[src/design/slcfp_pkg.sv]
// ----------------------------------------------------------------------------
// slcfp_pkg
// shared types and constants of the sync / length / checksum frame parser
// ----------------------------------------------------------------------------
package slcfp_pkg;

	localparam int unsigned BYTE_W = 8;

	// sync byte value after reset
	localparam logic [BYTE_W-1:0] SYNC_RESET = 8'hAA;

	// parse phase, one-hot
	typedef enum logic [4:0] {
		PH_HUNT  = 5'b00001,
		PH_SYNC2 = 5'b00010,
		PH_LEN   = 5'b00100,
		PH_DATA  = 5'b01000,
		PH_CSUM  = 5'b10000
	} phase_t;

	// one result request
	typedef struct packed {
		logic              payload_valid;
		logic [BYTE_W-1:0] payload_byte;
		logic [BYTE_W-1:0] payload_index;
		logic [BYTE_W-1:0] packet_length;
		logic              packet_done;
		logic              checksum_ok;
	} result_t;

endpackage

[src/design/slcfp_if.sv]
// ----------------------------------------------------------------------------
// slcfp channels
// valid / ready channels for received bytes and for parse results
// ----------------------------------------------------------------------------
interface slcfp_byte_if;
	logic       valid;
	logic       ready;
	logic [7:0] rx_byte;

	modport source (output valid, output rx_byte, input ready);
	modport sink   (input valid, input rx_byte, output ready);
endinterface

interface slcfp_result_if;
	logic       valid;
	logic       ready;
	logic       payload_valid;
	logic [7:0] payload_byte;
	logic [7:0] payload_index;
	logic [7:0] packet_length;
	logic       packet_done;
	logic       checksum_ok;

	modport source (
		output valid, output payload_valid, output payload_byte, output payload_index,
		output packet_length, output packet_done, output checksum_ok, input ready
	);
	modport sink (
		input valid, input payload_valid, input payload_byte, input payload_index,
		input packet_length, input packet_done, input checksum_ok, output ready
	);
endinterface

[src/design/slcfp_deframer.sv]
// ----------------------------------------------------------------------------
// slcfp_deframer
// parse state and the per-byte step: hunt, sync, length, payload, checksum
// ----------------------------------------------------------------------------
module slcfp_deframer (
	input  logic                   clk,
	input  logic                   arst_n,
	input  logic                   step,
	input  logic [7:0]             rx_byte,
	input  logic [7:0]             sync_value,
	output slcfp_pkg::result_t     res
);
	import slcfp_pkg::*;

	phase_t            phase_q, phase_d;
	logic [BYTE_W-1:0] left_q, left_d;
	logic [BYTE_W-1:0] sum_q, sum_d;
	logic [BYTE_W-1:0] idx_q, idx_d;
	logic [BYTE_W-1:0] len_q, len_d;

	always_comb begin
		phase_d = phase_q;
		left_d  = left_q;
		sum_d   = sum_q;
		idx_d   = idx_q;
		len_d   = len_q;
		res     = '0;
		case (phase_q)
			PH_SYNC2: begin
				phase_d = (rx_byte == sync_value) ? PH_LEN : PH_HUNT;
			end
			PH_LEN: begin
				len_d   = rx_byte;
				left_d  = rx_byte;
				sum_d   = rx_byte;
				idx_d   = '0;
				phase_d = (rx_byte == '0) ? PH_CSUM : PH_DATA;
			end
			PH_DATA: begin
				sum_d             = sum_q + rx_byte;
				res.payload_valid = 1'b1;
				res.payload_byte  = rx_byte;
				res.payload_index = idx_q;
				idx_d             = idx_q + 8'd1;
				left_d            = left_q - 8'd1;
				phase_d           = (left_d == '0) ? PH_CSUM : PH_DATA;
			end
			PH_CSUM: begin
				res.packet_done = 1'b1;
				res.checksum_ok = (rx_byte == sum_q);
				phase_d         = PH_HUNT;
			end
			default: begin
				phase_d = (rx_byte == sync_value) ? PH_SYNC2 : PH_HUNT;
				sum_d   = '0;
			end
		endcase
		// length after this byte
		res.packet_length = len_d;
	end

	always_ff @(posedge clk or negedge arst_n) begin
		if (!arst_n) begin
			phase_q <= PH_HUNT;
			left_q  <= '0;
			sum_q   <= '0;
			idx_q   <= '0;
			len_q   <= '0;
		end else if (step) begin
			phase_q <= phase_d;
			left_q  <= left_d;
			sum_q   <= sum_d;
			idx_q   <= idx_d;
			len_q   <= len_d;
		end
	end

endmodule

[src/design/sync_length_checksum_frame_parser_top.sv]
// ----------------------------------------------------------------------------
// sync_length_checksum_frame_parser_top
// deframes sync, sync, length, payload, checksum packets from a byte stream
// ----------------------------------------------------------------------------
//
//  channel   dir  handshake      payload
//  rx        in   valid/ready    rx_byte
//  result    out  valid/ready    payload_valid, payload_byte, payload_index,
//                                packet_length, packet_done, checksum_ok
//  cfg       in   cfg_we only    cfg_wdata = sync_value
//
//  one result request per byte request, one byte per cycle unless result stalls
//  a byte passes the input register, then the parse step into the result register
//  the parse state loop updates in the cycle a byte leaves the input register
//  arst_n clears the parse state to the hunt and sync_value to 0xaa
//  a stalled result register still lets the input register fill; rx.ready
//  drops only when both hold a request
//
module sync_length_checksum_frame_parser_top (
	input  logic        clk,
	input  logic        arst_n,
	slcfp_byte_if.sink     rx,
	slcfp_result_if.source result,
	input  logic        cfg_we,
	input  logic [7:0]  cfg_wdata
);
	import slcfp_pkg::*;

	// sync byte register
	logic [BYTE_W-1:0] sync_q;

	always_ff @(posedge clk or negedge arst_n) begin
		if (!arst_n) begin
			sync_q <= SYNC_RESET;
		end else if (cfg_we) begin
			sync_q <= cfg_wdata;
		end
	end

	// input register
	logic              byte_valid_s1;
	logic [BYTE_W-1:0] byte_s1;
	// result register
	logic              res_valid_s2;
	result_t           res_s2;
	result_t           res_step;
	logic              advance;

	// byte moves into the result register when that one is free or being drained
	assign advance  = byte_valid_s1 && (!res_valid_s2 || result.ready);
	assign rx.ready = !byte_valid_s1 || advance;

	always_ff @(posedge clk or negedge arst_n) begin
		if (!arst_n) begin
			byte_valid_s1 <= 1'b0;
		end else if (rx.ready) begin
			byte_valid_s1 <= rx.valid;
		end
	end

	always_ff @(posedge clk) begin
		if (rx.valid && rx.ready) begin
			byte_s1 <= rx.rx_byte;
		end
	end

	// parse step, state advances only when the byte is consumed
	slcfp_deframer u_deframer (
		.clk        (clk),
		.arst_n     (arst_n),
		.step       (advance),
		.rx_byte    (byte_s1),
		.sync_value (sync_q),
		.res        (res_step)
	);

	always_ff @(posedge clk or negedge arst_n) begin
		if (!arst_n) begin
			res_valid_s2 <= 1'b0;
		end else if (advance) begin
			res_valid_s2 <= 1'b1;
		end else if (result.ready) begin
			res_valid_s2 <= 1'b0;
		end
	end

	always_ff @(posedge clk) begin
		if (advance) begin
			res_s2 <= res_step;
		end
	end

	assign result.valid         = res_valid_s2;
	assign result.payload_valid = res_s2.payload_valid;
	assign result.payload_byte  = res_s2.payload_byte;
	assign result.payload_index = res_s2.payload_index;
	assign result.packet_length = res_s2.packet_length;
	assign result.packet_done   = res_s2.packet_done;
	assign result.checksum_ok   = res_s2.checksum_ok;

`ifndef SYNTH
	// a payload byte never also closes a packet
	a_payload_not_done: assert property (@(posedge clk) disable iff (!arst_n)
		result.valid |-> !(result.payload_valid && result.packet_done))
		else $error("payload and packet end in one result");

	// checksum status only on a packet end
	a_ok_needs_done: assert property (@(posedge clk) disable iff (!arst_n)
		(result.valid && result.checksum_ok) |-> result.packet_done)
		else $error("checksum_ok without packet_done");

	// an accepted byte is held in the input register next cycle
	a_accept_fills: assert property (@(posedge clk) disable iff (!arst_n)
		(rx.valid && rx.ready) |=> byte_valid_s1)
		else $error("accepted byte lost");

	// a byte consumed by the step always lands in the result register
	a_advance_fills: assert property (@(posedge clk) disable iff (!arst_n)
		advance |=> res_valid_s2)
		else $error("parse step result lost");
`endif

endmodule
[src/flat_wrapper.sv]
// flat-port wrapper written by rule: the top's interface ports become plain ports
module sync_length_checksum_frame_parser_top_flat import slcfp_pkg::*;
  (clk, arst_n, cfg_we, cfg_wdata, rx_valid, rx_rx_byte, rx_ready, result_valid, result_payload_valid, result_payload_byte, result_payload_index, result_packet_length, result_packet_done, result_checksum_ok, result_ready);
  slcfp_byte_if rx_i ();
  slcfp_result_if result_i ();
  input  logic clk;
  input  logic arst_n;
  input  logic cfg_we;
  input  logic [7:0] cfg_wdata;
  input wire logic [$bits(rx_i.valid)-1:0] rx_valid;
  input wire logic [$bits(rx_i.rx_byte)-1:0] rx_rx_byte;
  output wire logic [$bits(rx_i.ready)-1:0] rx_ready;
  output wire logic [$bits(result_i.valid)-1:0] result_valid;
  output wire logic [$bits(result_i.payload_valid)-1:0] result_payload_valid;
  output wire logic [$bits(result_i.payload_byte)-1:0] result_payload_byte;
  output wire logic [$bits(result_i.payload_index)-1:0] result_payload_index;
  output wire logic [$bits(result_i.packet_length)-1:0] result_packet_length;
  output wire logic [$bits(result_i.packet_done)-1:0] result_packet_done;
  output wire logic [$bits(result_i.checksum_ok)-1:0] result_checksum_ok;
  input wire logic [$bits(result_i.ready)-1:0] result_ready;
  assign rx_i.valid = rx_valid;
  assign rx_i.rx_byte = rx_rx_byte;
  assign rx_ready = rx_i.ready;
  assign result_valid = result_i.valid;
  assign result_payload_valid = result_i.payload_valid;
  assign result_payload_byte = result_i.payload_byte;
  assign result_payload_index = result_i.payload_index;
  assign result_packet_length = result_i.packet_length;
  assign result_packet_done = result_i.packet_done;
  assign result_checksum_ok = result_i.checksum_ok;
  assign result_i.ready = result_ready;
  sync_length_checksum_frame_parser_top u_core (.clk(clk), .arst_n(arst_n), .rx(rx_i), .result(result_i), .cfg_we(cfg_we), .cfg_wdata(cfg_wdata));
endmodule
[config.mk]
export PLATFORM = sky130hd
export DESIGN_NAME = sync_length_checksum_frame_parser_top_flat
export DESIGN_NICKNAME = d
export VERILOG_FILES = /design/src/design/slcfp_pkg.sv /design/src/design/slcfp_if.sv /design/src/design/slcfp_deframer.sv /design/src/design/sync_length_checksum_frame_parser_top.sv /design/src/flat_wrapper.sv
export SDC_FILE = /design/constraint.sdc
export NUM_CORES = 1
export LEC_CHECK = 0
export ABC_AREA = 1
export BUFFER_PORTS_ARGS = -buffer_cell sky130_fd_sc_hd__buf_2
export CORE_UTILIZATION = 40
export DETAILED_ROUTE_END_ITERATION = 6
export GPL_TIMING_DRIVEN = 0
export PLACE_DENSITY_LB_ADDON = 0.2
export SLEW_MARGIN = 20
export SYNTH_ARGS = -nofsm -noshare
export SYNTH_HDL_FRONTEND = slang
export SYNTH_SLANG_ARGS = --single-unit
[constraint.sdc]
create_clock -name clk -period 2.8 [get_ports clk]
set_clock_uncertainty 0.15 [all_clocks]
set_input_delay 0.14 -clock clk [delete_from_list [all_inputs] [get_ports clk]]
set_output_delay 0.14 -clock clk [all_outputs]
set_load 0.02 [all_outputs]
# Word-level counts from Yosys, hierarchy flattened
# Index checks and enable logic that the tools add are counted.
[classes]
n_addsub = 3
n_eq_ne = 6
n_mux = 13
bitwise_logic = 1
n_reduce_logical = 13
[op_table]
columns = ["operator", "count"]
rows = [
  ["one-hot mux 8 bit (2 select lines)", 2],
  ["one-hot mux 8 bit (3 select lines)", 1],
  ["one-hot mux 5 bit (4 select lines)", 1],
  ["2-to-1 mux 17 bit", 1],
  ["== test 8 bit", 2],
  ["zero test 8 bit", 2],
  ["2-to-1 mux 5 bit", 2],
  ["adder 8 x 1 -> 8 bit (second input constant)", 1],
  ["adder 8 bit", 1],
  ["2-to-1 mux 8 bit", 1],
  ["subtractor 8 x 1 -> 8 bit (second input constant)", 1],
  ["== test 5 x 2 -> 1 bit (second input constant)", 1],
  ["== test 5 x 3 -> 1 bit (second input constant)", 1],
  ["== test 5 x 4 -> 1 bit (second input constant)", 1],
  ["== test 5 bit (second input constant)", 1],
  ["2-to-1 mux 2 bit", 2],
  ["AND reduction 2 bit", 2],
  ["nonzero test 2 bit", 2],
  ["2-to-1 mux 3 bit", 1],
  ["logical AND 1 bit", 2],
  ["zero test 1 bit", 2],
  ["logical OR 1 bit", 2],
  ["2-to-1 mux 1 bit", 2],
  ["OR reduction 2 bit", 1],
  ["NOT 1 bit", 1],
]
[word_totals]
register_bits = 82
inputBits = 21
wordCells = 51

# Logic depth before layout (Yosys ltp)
[logic_depth]
ltp_word = 5
mapped_depth = 13

# Hierarchy
# From an unflattened synthesis, not the netlist that was laid out.
[hier_totals]
cells_unflattened = 435
hier_area_um2 = 4101.4
[by_module_without_submodules]
columns = ["module", "instances", "cells_per_inst", "area_each_um2", "seq_area_each_um2"]
rows = [
  ["slcfp_deframer", 1, 355, 2643.8, 927.1],
  ["sync_length_checksum_frame_parser_top", 1, 80, 1457.6, 1306.3],
]

# Least setup slack after synthesis
# No wires, ideal clock.
[synth_path]
kind = "flip-flop to flip-flop"
start = "register u_core.res_valid_s2, in the netlist u_core.result.valid"
end = "register u_core.u_deframer.idx_q[4]"
setup_ps = 119
arrival_ps = 1785
required_time_ps = 2531
setup_slack_ps = 746
path_stages_with_launch = 7
period_less_slack_ps = 2054
cell_sequence = "dfrtp_1 > a21oi_4 > nand2_4 > nor3_4 > nand3_1 > nand2_1 > nor2_1"
[synth_between]
elab_chain_cells = 4
[synth_rtl]
columns = ["item", "line_no", "rtl"]
rows = [
  ["from (decl)", "sync_length_checksum_frame_parser_top.sv:44", "logic res_valid_s2;"],
  ["from (signal assigned)", "sync_length_checksum_frame_parser_top.sv:79", "res_valid_s2 <= 1'b0;"],
  ["from (signal assigned)", "sync_length_checksum_frame_parser_top.sv:81", "res_valid_s2 <= 1'b1;"],
  ["from (signal assigned)", "sync_length_checksum_frame_parser_top.sv:83", "res_valid_s2 <= 1'b0;"],
  ["zero test 1 bit", "sync_length_checksum_frame_parser_top.sv:50", "assign advance = byte_valid_s1 && (!res_valid_s2 || result.ready);"],
  ["logical OR 1 bit", "sync_length_checksum_frame_parser_top.sv:50", ""],
  ["logical AND 1 bit", "sync_length_checksum_frame_parser_top.sv:50", ""],
  ["via u_core.advance", "sync_length_checksum_frame_parser_top.sv:47", "logic advance;"],
  ["AND reduction 2 bit (no line)", "-", ""],
  ["to (signal assigned)", "slcfp_deframer.sv:73", "idx_q <= idx_d;"],
  ["to (decl)", "slcfp_deframer.sv:18", "logic [BYTE_W-1:0] idx_q, idx_d;"],
]
# The timed path passes the listed nets, and every way through them passes these cells.
# A chain may end at the register's enable or synchronous reset.

# Worst setup path after layout
[layout_path]
start = "input result_ready"
end = "register u_core.u_deframer.left_q[1]"
[layout_between]
elab_chain_cells = 3
[layout_rtl]
columns = ["item", "line_no", "rtl"]
rows = [
  ["from (decl)", "flat_wrapper.sv:20", "input wire logic [$bits(result_i.ready)-1:0] result_ready;"],
  ["logical OR 1 bit", "sync_length_checksum_frame_parser_top.sv:50", ""],
  ["logical AND 1 bit", "sync_length_checksum_frame_parser_top.sv:50", ""],
  ["via u_core.advance", "sync_length_checksum_frame_parser_top.sv:47", ""],
  ["AND reduction 2 bit (no line)", "-", ""],
  ["to (signal assigned)", "slcfp_deframer.sv:71", "left_q <= left_d;"],
  ["to (decl)", "slcfp_deframer.sv:16", "logic [BYTE_W-1:0] left_q, left_d;"],
]
# The timed path passes the listed nets, and every way through them passes these cells.

==> results.sh <==
export IMPL_grt_setup_unrepaired="false"
export IMPL_multi_input_comb_area_um2=1530
export IMPL_period_minus_slack_ns=2.14
export IMPL_fp_coreArea_um2=9770
export IMPL_synthMuxAreaShare_pct=1.96
export IMPL_yosys_area_share_simple_pct=19.6
export IMPL_ff_latch_area_um2=2230
export IMPL_ys_top_cells_by_area="dfrtp_1 26%, edfxtp_1 26%, nand2_1 7.0%"
export IMPL_tritoncts_num_buffers=9
export IMPL_synth_seq_area_share_pct=55.4
export IMPL_gpl_final_weighted_congestion=0.859
export IMPL_startpoint_type="input pin"
export IMPL_tritoncts_clock_tree="built"
export IMPL_post_drt_via_cell_ratio=4.85
export IMPL_clkTransAtPathRegs_ns=0.08
export IMPL_syn2layout_area_growth_pct=21.3
export IMPL_cts_path_max_buffers=2
export IMPL_ios=50
export IMPL_mapped_cells=415
export IMPL_tightest_slew_ns=0.669
export IMPL_io_buffer_count=48
export IMPL_combinational_family_with_the_most_area_after_synthesis="simple AND/OR/NAND/NOR gates"
export IMPL_worst_ep_arrival_time_ns=2.22
export IMPL_cap_violations=0
export IMPL_overflow=0
export IMPL_r2r_cells=6
export IMPL_die_ar_um2=10500
export IMPL_syn_area_um2=4030
export IMPL_post_synth_top_area_fraction_pct=26.1
export IMPL_synth_edff_count=35
export IMPL_crit_fanout=22
export IMPL_setup_worst_path_class="input pin to flop"
export IMPL_grt_max_degree=48
export IMPL_synth_ff_latch_count=82
export IMPL_p_int_uw=2400
export IMPL_number_of_global_route_vias_before_repair=2924
export IMPL_worst_endpoint_required_ns=2.88
export IMPL_final_core_util_pct=50.0
export IMPL_maxSlewHeadroom_pct=55.3
export IMPL_share_clk_of_total_power_pct=27.6
export IMPL_detail_route_first_pass_iterations=5
export IMPL_yosysMostFrequentCell="nand2_1"
export IMPL_dieHeight_um=102
export IMPL_postCtsSetupRepairBufs=0
export IMPL_timing_hold_worst_class="input pin to flop"
export IMPL_swShare_pct=31.7
export IMPL_report_final_setup_viol=0
export IMPL_antenna_diodes=0
export IMPL_finalCritPeriodShare_pct=76.3
export IMPL_p_comb_share_pct=25.1
export IMPL_synth_area_per_cell_um2=9.71
export IMPL_cts_root_buf="clkbuf_8"
export IMPL_synth_cell_type_count=42
export IMPL_grt_antenna_before_repair=0
export IMPL_synth_async_reset_ratio_pct=57.3
export IMPL_finalSetupTns_ns=0
export IMPL_status="finished, final reports clean"
export IMPL_route_vias_total=3069
export IMPL_dp_hpwl_um=6080
export IMPL_die_w_um=102
export IMPL_hold_violations=0
export IMPL_worst_hold_path_num_cells=3
export IMPL_yosys_area_share_adder_pct=3.60
export IMPL_post_synth_xor_area_fraction_pct=2.39
export IMPL_ys_dominant_reg_cell="dfrtp_1"
export IMPL_mappedNetlistNets=447
export IMPL_leakage_dissipation_uw=0.00226
export IMPL_maxClockFrequency_mhz=468
export IMPL_critPathCaptureType="flop"
export IMPL_synth_compound_area_share_pct=10.3
export IMPL_fill_count=929
export IMPL_detail_route_antenna_nets=0
export IMPL_rows=36
export IMPL_netlist_top_cells_count="75 x nand2_1, 52 x inv_1, 45 x nor2_1"
export IMPL_post_route_cells_drive_above_1_share_pct=19.4
export IMPL_numClockSinks=82
export IMPL_postRouteWirelength_um=8560
export IMPL_floorplan_initialDensity_pct=41.2
export IMPL_synth_yosys_warnings=0
export IMPL_power_share_sequential_pct=47.3
export IMPL_slew_viol_final=0
export IMPL_finalNetCount=527
export IMPL_grt_pass1_wl_um=14200
export IMPL_htree_levels=3
export IMPL_initialDrtViolationCount=129
export IMPL_global_route_usage_total_pct=18.3
export IMPL_drc=0
export IMPL_clk_insertion_delay_late_ns=0.36
export IMPL_yosys_area_top_type="dfrtp_1"
export IMPL_vdd_ir_drop_worst_mv=0.308
export IMPL_total_switching_power_uw=1110
export IMPL_power_density_nw_per_um2=717
export IMPL_wl_per_cell_um=13.5
[layout by cell type (no fill, tap or decap), types with 2 or more instances in the layout]
master,instances
nand2_1,75
nand3_4,2
nor2_2,2
dlygate4sd3_1,20
inv_2,4
nor4_1,2
clkbuf_1,6
nand2_4,2
o21a_1,4
mux2_2,7
xor2_1,11
dfstp_2,5
ha_1,10
inv_1,52
nor3_1,2
clkbuf_8,11
nand3_1,26
a2bb2oi_1,2
o211ai_1,4
buf_2,48
o22ai_1,6
nand4_1,5
o31ai_1,3
nor3_4,2
o21ai_0,30
buf_4,4
dfrtp_1,42
nor2_1,45
o21bai_1,4
a21boi_0,2
edfxtp_1,35
a21oi_1,11
bufinv_16,2
[path summary, 6_finish.rpt]
path | startpoint | end | slack [ns]
worst max-delay path | result_ready | u_core.u_deframer.left_q[1]$_DFFE_PN0P_ | 0.66
worst min-delay path | cfg_we | u_core.sync_q[1]$_DFFE_PN1P_ | 0.02
worst max register to register | u_core.result.valid$_DFFE_PN0P_ | u_core.u_deframer.left_q[1]$_DFFE_PN0P_ | 0.67
worst min register to register | u_core.u_deframer.sum_q[2]$_DFFE_PN0P_ | u_core.u_deframer.sum_q[2]$_DFFE_PN0P_ | 0.36
max in group asynchronous | arst_n | u_core.u_deframer.sum_q[5]$_DFFE_PN0P_ | 1.87
min in group asynchronous | arst_n | u_core.byte_valid_s1$_DFFE_PN0N_ | 0.19
[power groups by stage]
stage,sequential (uW),combinational (uW),clock (uW)
6_report,1660,879,970
5_1_grt,1690,1020,1040
4_1_cts,1660,881,988
3_5_place_dp,1680,850,0
3_3_place_gp,1680,822,0
2_1_floorplan,1710,581,0
[cell families after synthesis]
group | count (synthesis)
AO/OA/AOI/OAI | 69
multiplexers | 7
adder cells (fa/ha/maj) | 11
XOR/XNOR | 11
flip-flops | 82
AND/OR/NAND/NOR | 169
buffers and inverters | 66
[repair_timing]
| item | 4_1_cts | 5_1_grt |
|---|---|---|
| hold buffers | 20 | 0 |
| resized for setup | 0 | 0 |
| endpoints found under the hold margin | 60 | 0 |
[metrics by stage]
step           hold slack, ns  setup slack, ns  std cells  total power [uW]  area [um^2]
3_3_place_gp            0.166            0.305        596              2500         4440
2_1_floorplan          -0.306            0.746        415              2290         4030
6_report               0.0203            0.663        633              3510         4890
5_1_grt                0.0724            0.485        633              3740         4890
4_1_cts                0.0170            0.639        633              3530         4890
3_5_place_dp           0.0615            0.659        597              2530         4470
[worst max-delay path, stage by stage]
cell	delay [ns]
dlygate4sd3_1	0.52
buf_2	0.10
inv_1	0.07
a21oi_4	0.56
buf_16	0.25
nand2_4	0.13
inv_4	0.11
buf_2	0.22
o21ai_0	0.12
[registers in the layout, summed over array words and instances (netlist names), 5 cells and up]
signal                       count
u_core.sync_q                    8
u_core.byte_s1                   8
u_core.u_deframer.sum_q          8
u_core.u_deframer.left_q         8
u_core.u_deframer.idx_q          8
u_core.result.payload_byte       8
u_core.u_deframer.len_q          8
u_core.result.payload_index      8
u_core.result.packet_length      8
u_core.u_deframer.phase_q        5
[layout make-up]
class,instances,area share (%)
repair buffers,69,9.62
inverters,57,4.43
clock inverters,3,1.30
multi-input cells,267,31.2
well taps,133,3.40
flip-flops and latches,82,45.7
plain buffers,9,1.10
clock buffers,13,3.25
[metal layers]
metal,vias up,track usage (%),share of wire (%)
met2,93,29.8,46
met4,0,6.92,1.9
met3,13,3.76,4.8
met1,1425,24.0,47
met5,-,0,0
li1,1538,-,-
(Power assumes the default switching activity.)
